## src/design/anagram_pair_finder_unit_assert.svh

```systemverilog
// assertion macros for the anagram pair finder
// no dependencies; taken in by the top level with an include
`ifndef ANAGRAM_PAIR_FINDER_UNIT_ASSERT_SVH
`define ANAGRAM_PAIR_FINDER_UNIT_ASSERT_SVH

// same-cycle implication
`define APF_ASSERT_IMP(label, ck, rs, ante, cons, msg) \
  label: assert property (@(posedge ck) disable iff (rs) (ante) |-> (cons)) else $error(msg);

// next-cycle implication
`define APF_ASSERT_NEXT(label, ck, rs, ante, cons, msg) \
  label: assert property (@(posedge ck) disable iff (rs) (ante) |=> (cons)) else $error(msg);

`endif

```

## src/design/apf_pkg.sv

```systemverilog
// shared types and constants for the anagram pair finder
// no dependencies; used by apf_ctrl, apf_dpath and the top level
package apf_pkg;

  localparam int ALPHABET  = 26;
  localparam int START_W   = 7;
  localparam int LEN_OUT_W = 8;
  localparam int TOTAL_W   = 11;
  localparam int EMIT_W    = 6;

  localparam logic [7:0] UPPER_A = 8'd65;
  localparam logic [7:0] UPPER_Z = 8'd90;
  localparam logic [7:0] LOWER_A = 8'd97;
  localparam logic [7:0] LOWER_Z = 8'd122;

  // at most this many pair words per input byte
  localparam logic [EMIT_W-1:0]  EMIT_CAP = 6'd63;
  localparam logic [TOTAL_W-1:0] PAIR_SAT = 11'd2047;

  localparam logic KIND_PAIR  = 1'b0;
  localparam logic KIND_TOTAL = 1'b1;

  typedef enum logic [2:0] {
    ST_IDLE,
    ST_RD,
    ST_CMP,
    ST_STORE,
    ST_FLUSH,
    ST_RPT
  } state_t;

  typedef enum logic {
    OUT_PEND,
    OUT_REPORT
  } out_sel_t;

  typedef struct packed {
    logic     take_byte;
    logic     scan_read;
    logic     scan_step;
    logic     store_word;
    logic     load_out;
    out_sel_t out_sel;
    logic     out_last;
    logic     clear_all;
  } cmd_t;

  typedef struct packed {
    logic finish;
    logic word_full;
    logic last_in;
    logic last_q;
    logic scan_done;
    logic match;
    logic cap_ok;
    logic pend_valid;
    logic out_free;
  } sts_t;

endpackage

```

## src/design/apf_ctrl.sv

```systemverilog
// sequencer for the anagram pair finder: byte intake, scan, store, output
// depends on apf_pkg
module apf_ctrl (
  input  logic          clk,
  input  logic          rst,
  input  logic          in_valid,
  output logic          in_ready,
  input  apf_pkg::sts_t sts,
  output apf_pkg::cmd_t cmd
);
  import apf_pkg::*;

  state_t state;
  state_t state_next;

  always_ff @(posedge clk) begin
    if (rst) begin
      state <= ST_IDLE;
    end else begin
      state <= state_next;
    end
  end

  always_comb begin
    state_next = state;
    cmd        = '0;
    cmd.out_sel = OUT_PEND;
    in_ready   = 1'b0;
    case (state)
      ST_IDLE: begin
        in_ready = 1'b1;
        if (in_valid) begin
          cmd.take_byte = 1'b1;
          if (sts.finish && !sts.word_full) begin
            state_next = ST_RD;
          end else if (sts.last_in) begin
            state_next = ST_RPT;
          end
        end
      end
      ST_RD: begin
        if (sts.scan_done) begin
          state_next = ST_STORE;
        end else begin
          cmd.scan_read = 1'b1;
          state_next    = ST_CMP;
        end
      end
      ST_CMP: begin
        // a new match displaces the held pair, which needs a free output
        if (!(sts.match && sts.cap_ok && sts.pend_valid && !sts.out_free)) begin
          cmd.scan_step = 1'b1;
          if (sts.match && sts.cap_ok && sts.pend_valid) begin
            cmd.load_out = 1'b1;
            cmd.out_sel  = OUT_PEND;
            cmd.out_last = 1'b0;
          end
          state_next = ST_RD;
        end
      end
      ST_STORE: begin
        cmd.store_word = 1'b1;
        state_next     = sts.last_q ? ST_RPT : ST_FLUSH;
      end
      ST_FLUSH: begin
        if (!sts.pend_valid) begin
          state_next = ST_IDLE;
        end else if (sts.out_free) begin
          cmd.load_out = 1'b1;
          cmd.out_sel  = OUT_PEND;
          cmd.out_last = 1'b1;
          state_next   = ST_IDLE;
        end
      end
      ST_RPT: begin
        if (sts.out_free) begin
          cmd.load_out = 1'b1;
          if (sts.pend_valid) begin
            cmd.out_sel  = OUT_PEND;
            cmd.out_last = 1'b0;
          end else begin
            cmd.out_sel   = OUT_REPORT;
            cmd.out_last  = 1'b1;
            cmd.clear_all = 1'b1;
            state_next    = ST_IDLE;
          end
        end
      end
      default: begin
        state_next = ST_IDLE;
      end
    endcase
  end

endmodule

```

## config.mk

```make
export PLATFORM = sky130hd
export DESIGN_NAME = apf_ctrl
export DESIGN_NICKNAME = d
export VERILOG_FILES = /design/src/design/anagram_pair_finder_unit_assert.svh /design/src/design/apf_pkg.sv /design/src/design/apf_ctrl.sv
export SDC_FILE = /design/constraint.sdc
export NUM_CORES = 1
export LEC_CHECK = 0
export BUFFER_PORTS_ARGS = -buffer_cell sky130_fd_sc_hd__buf_4
export CORE_AREA = 2 2 39 41
export DETAILED_ROUTE_END_ITERATION = 7
export DIE_AREA = 0 0 41 43
export SYNTH_ARGS = -nofsm -noshare
export SYNTH_HDL_FRONTEND = slang
export SYNTH_SLANG_ARGS = --single-unit
```

## constraint.sdc

```tcl
create_clock -name clk -period 2.55 [get_ports clk]
set_input_delay 0.1275 -clock clk [delete_from_list [all_inputs] [get_ports clk]]
set_output_delay 0.1275 -clock clk [all_outputs]
set_load 0.005 [all_outputs]
```

==> results of run 1 <==
kinds of logic after synthesis:
logic type	after synthesis
mux	2
xor+xnor	1
compound gates	8
flops	3
buf+inv	4
simple gates	24
power by group through the flow:
stage / Sequential, mW / Clock (mW) / Combinational (mW)
5_1_grt: 0.134 / 0.0941 / 0.282
3_3_place_gp: 0.124 / 0 / 0.259
4_1_cts: 0.126 / 0.0921 / 0.260
3_5_place_dp: 0.127 / 0 / 0.258
6_report: 0.126 / 0.0896 / 0.257
2_1_floorplan: 0.0793 / 0 / 0.238
cell usage after synthesis:
cell / number / area share
clkbuf_2: 1 / 0.015
and3_2: 1 / 0.023
and2b_4: 1 / 0.031
mux2_2: 1 / 0.034
and4b_1: 1 / 0.031
mux2i_1: 1 / 0.031
nand2b_1: 1 / 0.019
and2b_2: 1 / 0.027
nor4b_1: 1 / 0.027
buf_6: 2 / 0.069
nor2_2: 1 / 0.019
nor2_1: 2 / 0.023
nand4_1: 2 / 0.038
or3_1: 1 / 0.019
a21oi_1: 4 / 0.061
nand3b_2: 1 / 0.034
o21ai_0: 1 / 0.015
and3b_1: 1 / 0.027
nand2_1: 5 / 0.057
nor3_1: 1 / 0.015
and3_1: 1 / 0.019
dfxtp_1: 3 / 0.18
inv_1: 1 / 0.011
nand3_1: 1 / 0.015
a31o_1: 1 / 0.027
a41o_1: 1 / 0.031
a21boi_0: 1 / 0.023
nor3_2: 1 / 0.031
xor2_1: 1 / 0.027
and2_1: 1 / 0.019
metrics by stage:
step	std cells	setup WS [ns]
finish	79	0.930
global route	79	0.828
CTS	79	0.920
detailed placement	75	1.16
global placement	75	1.18
floorplan	42	1.37
worst paths after layout:
path	to	slack (ns)
setup / recovery	cmd[3]	0.93
hold / removal	state[0]$_SDFFE_PP0P_	0.06
setup reg to reg	state[2]$_SDFFE_PP0P_	1.17
hold reg to reg	state[1]$_SDFFE_PP0P_	0.65
layout make-up:
class / instances / area, um^2 / area share
well taps: 16 / 20.0 / 0.0403
inverters: 1 / 3.75 / 0.00756
repair buffers: 20 / 150 / 0.302
clock buffers: 4 / 26.3 / 0.0529
multi-input cells: 35 / 236 / 0.476
flip-flops and latches: 3 / 60.1 / 0.121
metal layers:
| metal | GRT usage | part of all wire | vias up |
|---|---|---|---|
| met5 | 0 | 0 | - |
| li1 | - | - | 196 |
| met4 | 0.0800 | 0.019 | 0 |
| met2 | 0.144 | 0.45 | 15 |
| met1 | 0.125 | 0.45 | 163 |
| met3 | 0.0157 | 0.084 | 2 |
worst max-delay path, delay by kind of cell (launching register included):
kind,cells,cell delay [ns]
and+or+nand+nor,2,0.31
buffers and inverters,1,0.14
DFF,1,0.50
AOI/OAI and AO/OA,2,0.30
==> reports/qor.yml, run 1 <==
clock_network:
  cts-buffers-inserted: 3
  clock-sinks: 3
  number_of_buffers_inserted_to_repair_setup_after_cts: 0
  post_cts.resized_instances: 0
  cts_hold_buffers: 0
  clkSlewWorstSetupHoldPaths_ns: 0.04
  clk_latency_ns: 0.25
  tritoncts_clock_tree: "built"
  clock_tree.htree_level_count: 1
  max-clock-path-buffers: 2
  cts_root_buffer: "clkbuf_4"
finish:
  final_common_cell: "buf_4"
  area_growth_pct: 51.5
  final_area_um2: 497
  largest-register: "state"
  largest_registers: "state x3"
  layout_utilization: 0.359
  fraction_of_layout_cells_with_a_size_suffix_above_1: 0.476
  antenna_cells_inserted: 0
  layout_common_cells: "buf_4, nand2_1, a21oi_1"
  largest_reg_flops: 3
  layout.nets: 76
  fillerInstances: 157
floorplan:
  fp.dieH_um: 43
  io_pins: 21
  core_area_um2: 1380
  rows: 14
  fp.dieArea_um2: 1760
  chipWidth_um: 41
  floorplan.initialDensity: 0.237
synthesis:
  yosys.area_share.simple: 0.473
  synth_fa_ha_area_frac: 0
  synth_mux_area_frac: 0.0649
  compound_cell_area_share_of_the_yosys_netlist: 0.156
  post_synth_num_cell_types: 30
  post_synth_instance_area_um2: 328
  ys_warn_count: 0
  synth_xor_xnor_area_share: 0.0267
  synth_sequential_area_ratio: 0.183
  flip_flop_and_latch_count_after_synthesis: 3
  avgSynthCellArea_um2: 7.81
  largest_family_of_logic_cells_by_synthesized_area: "simple AND/OR/NAND/NOR gates"
  synth.net_count: 54
  synthesis.instances: 42
routing:
  avgRoutedWirePerCell_um: 10.1
  detail-route-antenna-nets: 0
  drt_wl_total_um: 795
  drt-pass1-iter-count: 4
  avgViaCountPerCell: 4.76
  routed-via-count: 376
  drt_first_iter_violations: 7
  remaining_drc_errors: 0
timing:
  finalHoldViolCount: 0
  relSlewSlack: 0.735
  clock.fmax_mhz: 617
  finalSetupViolations: 0
  tightestPinTransition_ns: 0.398
  tns_ns: 0
  finalWorstPathRequiredPeriod_ns: 1.62
  final.period_utilization: 0.635
  grt_setup_unrepaired: "false"
  report.final.slew_viol_count: 0
  fin_worst_skew_ns: 0.00766
  fin_hold_ws_ns: 0.0551
placement:
  number_of_buffers_added_on_ports: 20
  placer_congestion: 0.773
  hpwl_um: 620
  detailed_place.area_um2: 470
setup_path:
  worstSetupPathType: "reg2out"
  setup.worst_path.start: "state[1]$_SDFFE_PP0P_"
  r2r-start: "state[1]$_SDFFE_PP0P_"
  critical_path.cell_chain: "and2b_4, a41o_1, nand2_1, a21boi_0, buf_4"
  worstPathArrival_ns: 1.49
  critPathRequiredTime_ns: 2.42
  worst_setup_path_end_kind: "output pin"
  critical_path.slowest_cell: "dfxtp_1"
  timing.critical_path.slowest_cell_delay_ns: 0.50
  r2r.worst_path.cells: 5
  setup.worst_path.start_class: "flop"
  critPathMaxFanout: 11
run:
  drv.max_cap_violation_count: 0
grt:
  grt.total_usage: 0.100
  grt_max_degree: 12
  grt_pass1_wl_mm: 1.22
  via_count_of_the_first_global_routing_pass: 340
  antenna_violations_before_repair: 0
  grt_remaining_overflow: 0
power:
  switching_share: 0.404
  power_mw: 0.472
  ir_worst_vdd_mv: 0.519
  power.density_cell_area_nw_per_um2: 951
  p_switching_mw: 0.191
  clock_network_fraction_of_design_power: 0.190
  internal_power_contribution_mw: 0.282
  power_frac_comb: 0.543
  sequentialPowerShare: 0.267
  p_leak_nw: 0.239
worst_hold_path:
  holdCritStartpoint: "rst"
  number_of_cells_traversed_by_the_worst_hold_path: 2
  hold_removal_path_class: "in2reg"
run_status:
  run_status: "finished clean"
(Power assumes the default switching activity.)
==> inputs of run 2 (changes only) <==
==> constraint.sdc (replaced) <==
create_clock -name clk -period 1.56 [get_ports clk]
set_input_delay 0.078 -clock clk [delete_from_list [all_inputs] [get_ports clk]]
set_output_delay 0.078 -clock clk [all_outputs]
set_load 0.005 [all_outputs]
==> run 2 against run 1 <==
Net effect:
- via count decreased by 1.6%
- utilization increased by 0.72 points
- global-route usage increased by 0.61 points
- combinational power increased by 74%
- clock power increased by 52%
- critical path depth unchanged
- sequential share of layout area increased by 0.25 points
- largest power group unchanged
- worst setup slack got worse by 0.82 ns
- critical endpoint unchanged
- final cell count increased by 1.3%
==> reports/qor.yml, run 2 (synthesized netlist as in run 1, its figures left out) <==
run_status:
  run_status: "finished clean"
routing:
  routed-via-count: 370
  avgRoutedWirePerCell_um: 10.0
  remaining_drc_errors: 0
  drt_wl_total_um: 801
  detail-route-antenna-nets: 0
  drt_first_iter_violations: 0
  avgViaCountPerCell: 4.63
  drt-pass1-iter-count: 1
setup_path:
  critical_path.slowest_cell: "dfxtp_1"
  r2r-start: "state[1]$_SDFFE_PP0P_"
  crit_buf_inv: 1
  critPathRequiredTime_ns: 1.48
  worst_setup_path_end_kind: "output pin"
  rrSetupSlack_ns: 0.25
  crit_end: "cmd[3]"
  critical_path.cell_chain: "and2b_4, a41o_1, nand2_1, a21boi_0, buf_4"
  worstSetupPathType: "reg2out"
  timing.critical_path.slowest_cell_delay_ns: 0.40
  critPathMaxFanout: 7
  r2r.worst_path.cells: 5
  cpLargestDelayFamily: "flip-flops"
  critical_path_depth: 5
  setup.worst_path.start_class: "flop"
  setup.worst_path.start: "state[1]$_SDFFE_PP0P_"
  worstPathArrival_ns: 1.37
  worstReg2RegEnd: "state[2]$_SDFFE_PP0P_"
clock_network:
  cts_hold_buffers: 0
  clock_tree.htree_level_count: 1
  number_of_buffers_inserted_to_repair_setup_after_cts: 0
  clkSlewWorstSetupHoldPaths_ns: 0.04
  max-clock-path-buffers: 2
  clk_latency_ns: 0.23
  post_cts.resized_instances: 0
  tritoncts_clock_tree: "built"
  cts-buffers-inserted: 3
  cts_root_buffer: "clkbuf_4"
  clock-sinks: 3
placement:
  number_of_buffers_added_on_ports: 20
  placer_congestion: 0.717
  placement.setup.worst_slack_ns: 0.204
  hpwl_um: 651
  numPlacedInstances: 76
grt:
  antenna_violations_before_repair: 0
  via_count_of_the_first_global_routing_pass: 325
  grt_remaining_overflow: 0
  grt_pass1_wl_mm: 1.29
  grt.total_usage: 0.106
  grt_max_degree: 12
floorplan:
  core_area_um2: 1380
  rows: 14
  floorplan.initialDensity: 0.237
  io_pins: 21
  chipWidth_um: 41
  fp.dieArea_um2: 1760
  fp.dieH_um: 43
finish:
  layout.nets: 77
  largest_registers: "state x3"
  post_layout_nonfiller_instances: 80
  area_growth_pct: 54.6
  largest_reg_flops: 3
  layout_common_cells: "buf_4, nand2_1, a21oi_1"
  final_common_cell: "buf_4"
  antenna_cells_inserted: 0
  fraction_of_layout_cells_with_a_size_suffix_above_1: 0.516
  fillerInstances: 158
  largest-register: "state"
power:
  p_leak_nw: 0.245
  ir_worst_vdd_mv: 0.512
  power.density_cell_area_nw_per_um2: 1540
timing:
  report.final.slew_viol_count: 0
  fin_hold_ws_ns: 0.00838
  clock.fmax_mhz: 692
  finalWorstPathRequiredPeriod_ns: 1.45
  fin_worst_skew_ns: 0.00547
  grt_setup_unrepaired: "false"
  layout_setup_ws_ns: 0.114
  final.period_utilization: 0.927
  tightestPinTransition_ns: 0.244
  tns_ns: 0
  relSlewSlack: 0.835
  finalHoldViolCount: 0
  finalSetupViolations: 0
run:
  drv.max_cap_violation_count: 0
worst_hold_path:
  hold_removal_path_class: "in2reg"
## run 2: worst register-to-register path: stages (launching register included)
cell and delay [ns]:
dfxtp_1 0.34, and2b_4 0.28, a41o_1 0.14, nand3b_2 0.12, a31o_1 0.22, a21oi_1 0.14
## run 2: worst min-delay path by stage
stage | startpoint | cells past startpoint | to | slack [ns]
3_5_place_dp | rst | 2 | state[0]$_SDFFE_PP0P_ | 0.26
3_3_place_gp | rst | 2 | state[2]$_SDFFE_PP0P_ | 0.26
5_1_grt | rst | 2 | state[0]$_SDFFE_PP0P_ | 0.01
4_1_cts | rst | 2 | state[0]$_SDFFE_PP0P_ | 0.01
2_1_floorplan | rst | 1 | state[0]$_SDFFE_PP0P_ | 0.15
6_report | rst | 2 | state[0]$_SDFFE_PP0P_ | 0.008
## run 2: routing by layer
layer,global-route usage,share of wire
met1,0.141,0.44
met2,0.147,0.48
met3,0.0314,0.084
met4,0.0600,0
met5,0,0
## run 2: report_power, final
| group | internal [mW] | total (mW) | switching (mW) | leakage (nW) |
|---|---|---|---|---|
| clock | 0.0959 | 0.136 | 0.0399 | 0.0150 |
| sequential | 0.119 | 0.200 | 0.0811 | 0.0254 |
| combinational | 0.261 | 0.446 | 0.185 | 0.204 |
## run 2: layout make-up
cell class                 instances  area, um^2  share of cell area
sequential                         3        62.6               0.123
tap                               16        20.0              0.0395
timing repair buffer              21         158               0.311
inverter                           1        3.75             0.00741
clock buffer                       4        26.3              0.0519
multi-input combinational         35         236               0.467
## run 2: stage by stage
stage | total power, mW | util | area (um^2)
5_1_grt | 0.851 | 0.366 | 507
4_1_cts | 0.784 | 0.364 | 504
3_3_place_gp | 0.638 | 0.345 | 478
6_report | 0.782 | 0.366 | 507
2_1_floorplan | 0.519 | - | 328
3_5_place_dp | 0.645 | 0.345 | 478
==> inputs of run 3 (changes only) <==
--- a/config.mk
+++ b/config.mk
@@ -5,6 +5,7 @@
 export SDC_FILE = /design/constraint.sdc
 export NUM_CORES = 1
 export LEC_CHECK = 0
+export ABC_AREA = 1
 export BUFFER_PORTS_ARGS = -buffer_cell sky130_fd_sc_hd__buf_4
 export CORE_AREA = 2 2 39 41
 export DETAILED_ROUTE_END_ITERATION = 7
==> run 3 against run 2 <==
Net effect:
- count of clock-buffer cells in the layout stayed put
- worst setup slack better by 0.14 ns
- largest power group unchanged
- hold slack better by 0.20 ns
- synthesized area is 15% higher
- non-clock buffer count stayed put
- clock skew is 0.0042 ns lower
- fmax is 10% higher
- highest routed layer unchanged
==> reports/qor.yml, run 3 <==
run_status:
  run_status: "finished clean"
timing:
  relSlewSlack: 0.825
  tns_ns: 0
  finalSetupViolations: 0
  grt_setup_unrepaired: "false"
  fin_worst_skew_ns: 0.00127
  finalHoldViolCount: 0
  fin_hold_ws_ns: 0.208
  clock.fmax_mhz: 764
  finalWorstPathRequiredPeriod_ns: 1.31
  report.final.slew_viol_count: 0
  tightestPinTransition_ns: 0.262
  final.period_utilization: 0.839
clock_network:
  clock-sinks: 3
  number_of_buffers_inserted_to_repair_setup_after_cts: 0
  max-clock-path-buffers: 2
  clkSlewWorstSetupHoldPaths_ns: 0.04
  cts-buffers-inserted: 3
  clk_latency_ns: 0.23
  cts_root_buffer: "clkbuf_4"
  clock_tree.htree_level_count: 1
  tritoncts_clock_tree: "built"
placement:
  placer_congestion: 0.828
  number_of_buffers_added_on_ports: 20
  hpwl_um: 747
floorplan:
  rows: 14
  chipWidth_um: 41
  fp.dieArea_um2: 1760
  floorplan.initialDensity: 0.273
  io_pins: 21
  fp.dieH_um: 43
  core_area_um2: 1380
grt:
  grt.total_usage: 0.116
  antenna_violations_before_repair: 0
  grt_pass1_wl_mm: 1.43
  grt_max_degree: 8
  grt_remaining_overflow: 0
  via_count_of_the_first_global_routing_pass: 392
synthesis:
  synth_top_area_cell: "dfxtp_1"
  synth_sequential_area_ratio: 0.159
  avgSynthCellArea_um2: 5.18
  flip_flop_and_latch_count_after_synthesis: 3
  ys_warn_count: 0
  number_of_enable_flip_flop_cells_after_synthesis: 0
  post_synth_instance_area_um2: 378
  synth.net_count: 85
  synth_area_leaders: "dfxtp_1, nor2_1, nand2_1"
  synthesis.instances: 73
  ys_dominant_reg_cell: "dfxtp_1"
  synth_common_cells: "nor2_1, nand2_1, inv_1"
  share_of_synthesized_registers_carrying_an_async_set_or_reset: 0
  yosys.cell_count.top_type: "nor2_1"
  post_synth_num_cell_types: 16
  synth_top_area_share: 0.159
routing:
  drt_wl_total_um: 896
  avgViaCountPerCell: 4.15
  routed-via-count: 473
  drt-pass1-iter-count: 4
  drt_first_iter_violations: 3
  avgRoutedWirePerCell_um: 7.86
  detail-route-antenna-nets: 0
  remaining_drc_errors: 0
power:
  switching_share: 0.465
  power.density_cell_area_nw_per_um2: 1390
  power_frac_comb: 0.638
  internal_power_contribution_mw: 0.436
  sequentialPowerShare: 0.194
  clock_network_fraction_of_design_power: 0.167
  ir_worst_vdd_mv: 0.662
  p_leak_nw: 0.341
  p_switching_mw: 0.378
setup_path:
  critical_path_depth: 8
  worstPathArrival_ns: 1.23
  cpLargestDelayFamily: "flip-flops"
  critical_path.cell_chain: "inv_2, nand2_1, nor2_1, inv_2, o21ai_0, nand2_1, nand2_1, buf_4"
  timing.critical_path.mode_cell: "nand2_1"
  critPathRequiredTime_ns: 1.48
  critical_path.slowest_cell: "dfxtp_1"
  timing.critical_path.slowest_cell_delay_ns: 0.46
  worst_setup_path_end_kind: "output pin"
  critPathMaxFanout: 6
  r2r.worst_path.cells: 8
  crit_buf_inv: 3
  setup.worst_path.start_class: "flop"
  worstSetupPathType: "reg2out"
finish:
  largest_reg_flops: 3
  layout.nets: 111
  area_growth_pct: 54.6
  final_common_cell: "buf_4"
  largest-register: "state"
  fraction_of_layout_cells_with_a_size_suffix_above_1: 0.367
  largest_registers: "state x3"
  layout_common_cells: "buf_4, nor2_1, nand2_1"
  fillerInstances: 154
  area.sequential_um2: 60.1
  multi_input_comb_area_um2: 253
  antenna_cells_inserted: 0
worst_hold_path:
  hold_removal_path_class: "in2reg"
  number_of_cells_traversed_by_the_worst_hold_path: 4
run:
  drv.max_cap_violation_count: 0
run 3: cell count changes in the layout (fill, tap and decap cells not counted), sizes merged, moves of 7 or more:
cell / previous run / this run
nor2: 3 / 20
nand2: 5 / 18
inv: 1 / 15
nand3: 1 / 8
run 3: worst reg2reg max path, stage by stage (launching register included):
cell     delay [ns]
dfxtp_1        0.36
nor2_2         0.21
nand2_4        0.09
nor2_2         0.13
inv_1          0.05
nand2_1        0.06
nor2_2         0.04
nor2_1         0.07
nor2_1         0.05
run 3: logic make-up (layout without fill, tap and decap cells):
group | after synthesis | count (layout) | share of synthesized area
buffers and inverters | 17 | 42 | 0.172
AO/OA/AOI/OAI | 5 | 5 | 0.0662
flip-flops | 3 | 3 | 0.159
AND/OR/NAND/NOR | 48 | 48 | 0.603
run 3: what timing repair did:
| action | in CTS | in global routing |
|---|---|---|
| hold buffers | 1 | 0 |
| endpoints found under the hold margin | 1 | 0 |
| gates resized for setup | 0 | 0 |
run 3: cell type report:
type | count | share of cell area
clock buffers | 4 | 0.0450
inverters | 17 | 0.111
multi-input cells | 53 | 0.433
flip-flops and latches | 3 | 0.103
well taps | 16 | 0.0343
repair buffers | 21 | 0.274
run 3: through the flow:
step	utilization	setup slack, ns	total power, mW	cells	cell area, um^2
2_1_floorplan	-	0.460	0.516	73	378
3_3_place_gp	0.396	0.394	0.684	109	548
3_5_place_dp	0.396	0.386	0.681	109	548
4_1_cts	0.422	0.240	0.828	114	584
5_1_grt	0.422	0.152	0.904	114	584
6_report	0.422	0.250	0.813	114	584
run 3: path summary, 6_finish.rpt:
kind | start | end | slack [ns]
worst max-delay path | state[1]$_SDFFE_PP0P_ | cmd[3] | 0.25
worst max register to register | state[0]$_SDFFE_PP0P_ | state[2]$_SDFFE_PP0P_ | 0.38
worst min register to register | state[2]$_SDFFE_PP0P_ | state[2]$_SDFFE_PP0P_ | 0.53
worst min-delay path | sts[0] | state[1]$_SDFFE_PP0P_ | 0.21
run 3: power by group through the flow:
stage	Clock (mW)	Sequential [mW]	Combinational, mW
2_1_floorplan	0	0.150	0.366
3_3_place_gp	0	0.161	0.523
3_5_place_dp	0	0.160	0.522
4_1_cts	0.143	0.158	0.527
5_1_grt	0.145	0.163	0.595
6_report	0.136	0.158	0.519
run 3: routing by layer:
layer  vias up  wire, um  global-route usage  share of wire
li1        270         -                   -              -
met3         0        37              0.0157          0.041
met5         -         0                   0              0
met4         0         0              0.0800              0
met2         8       449               0.175           0.50
met1       195       410               0.144           0.46
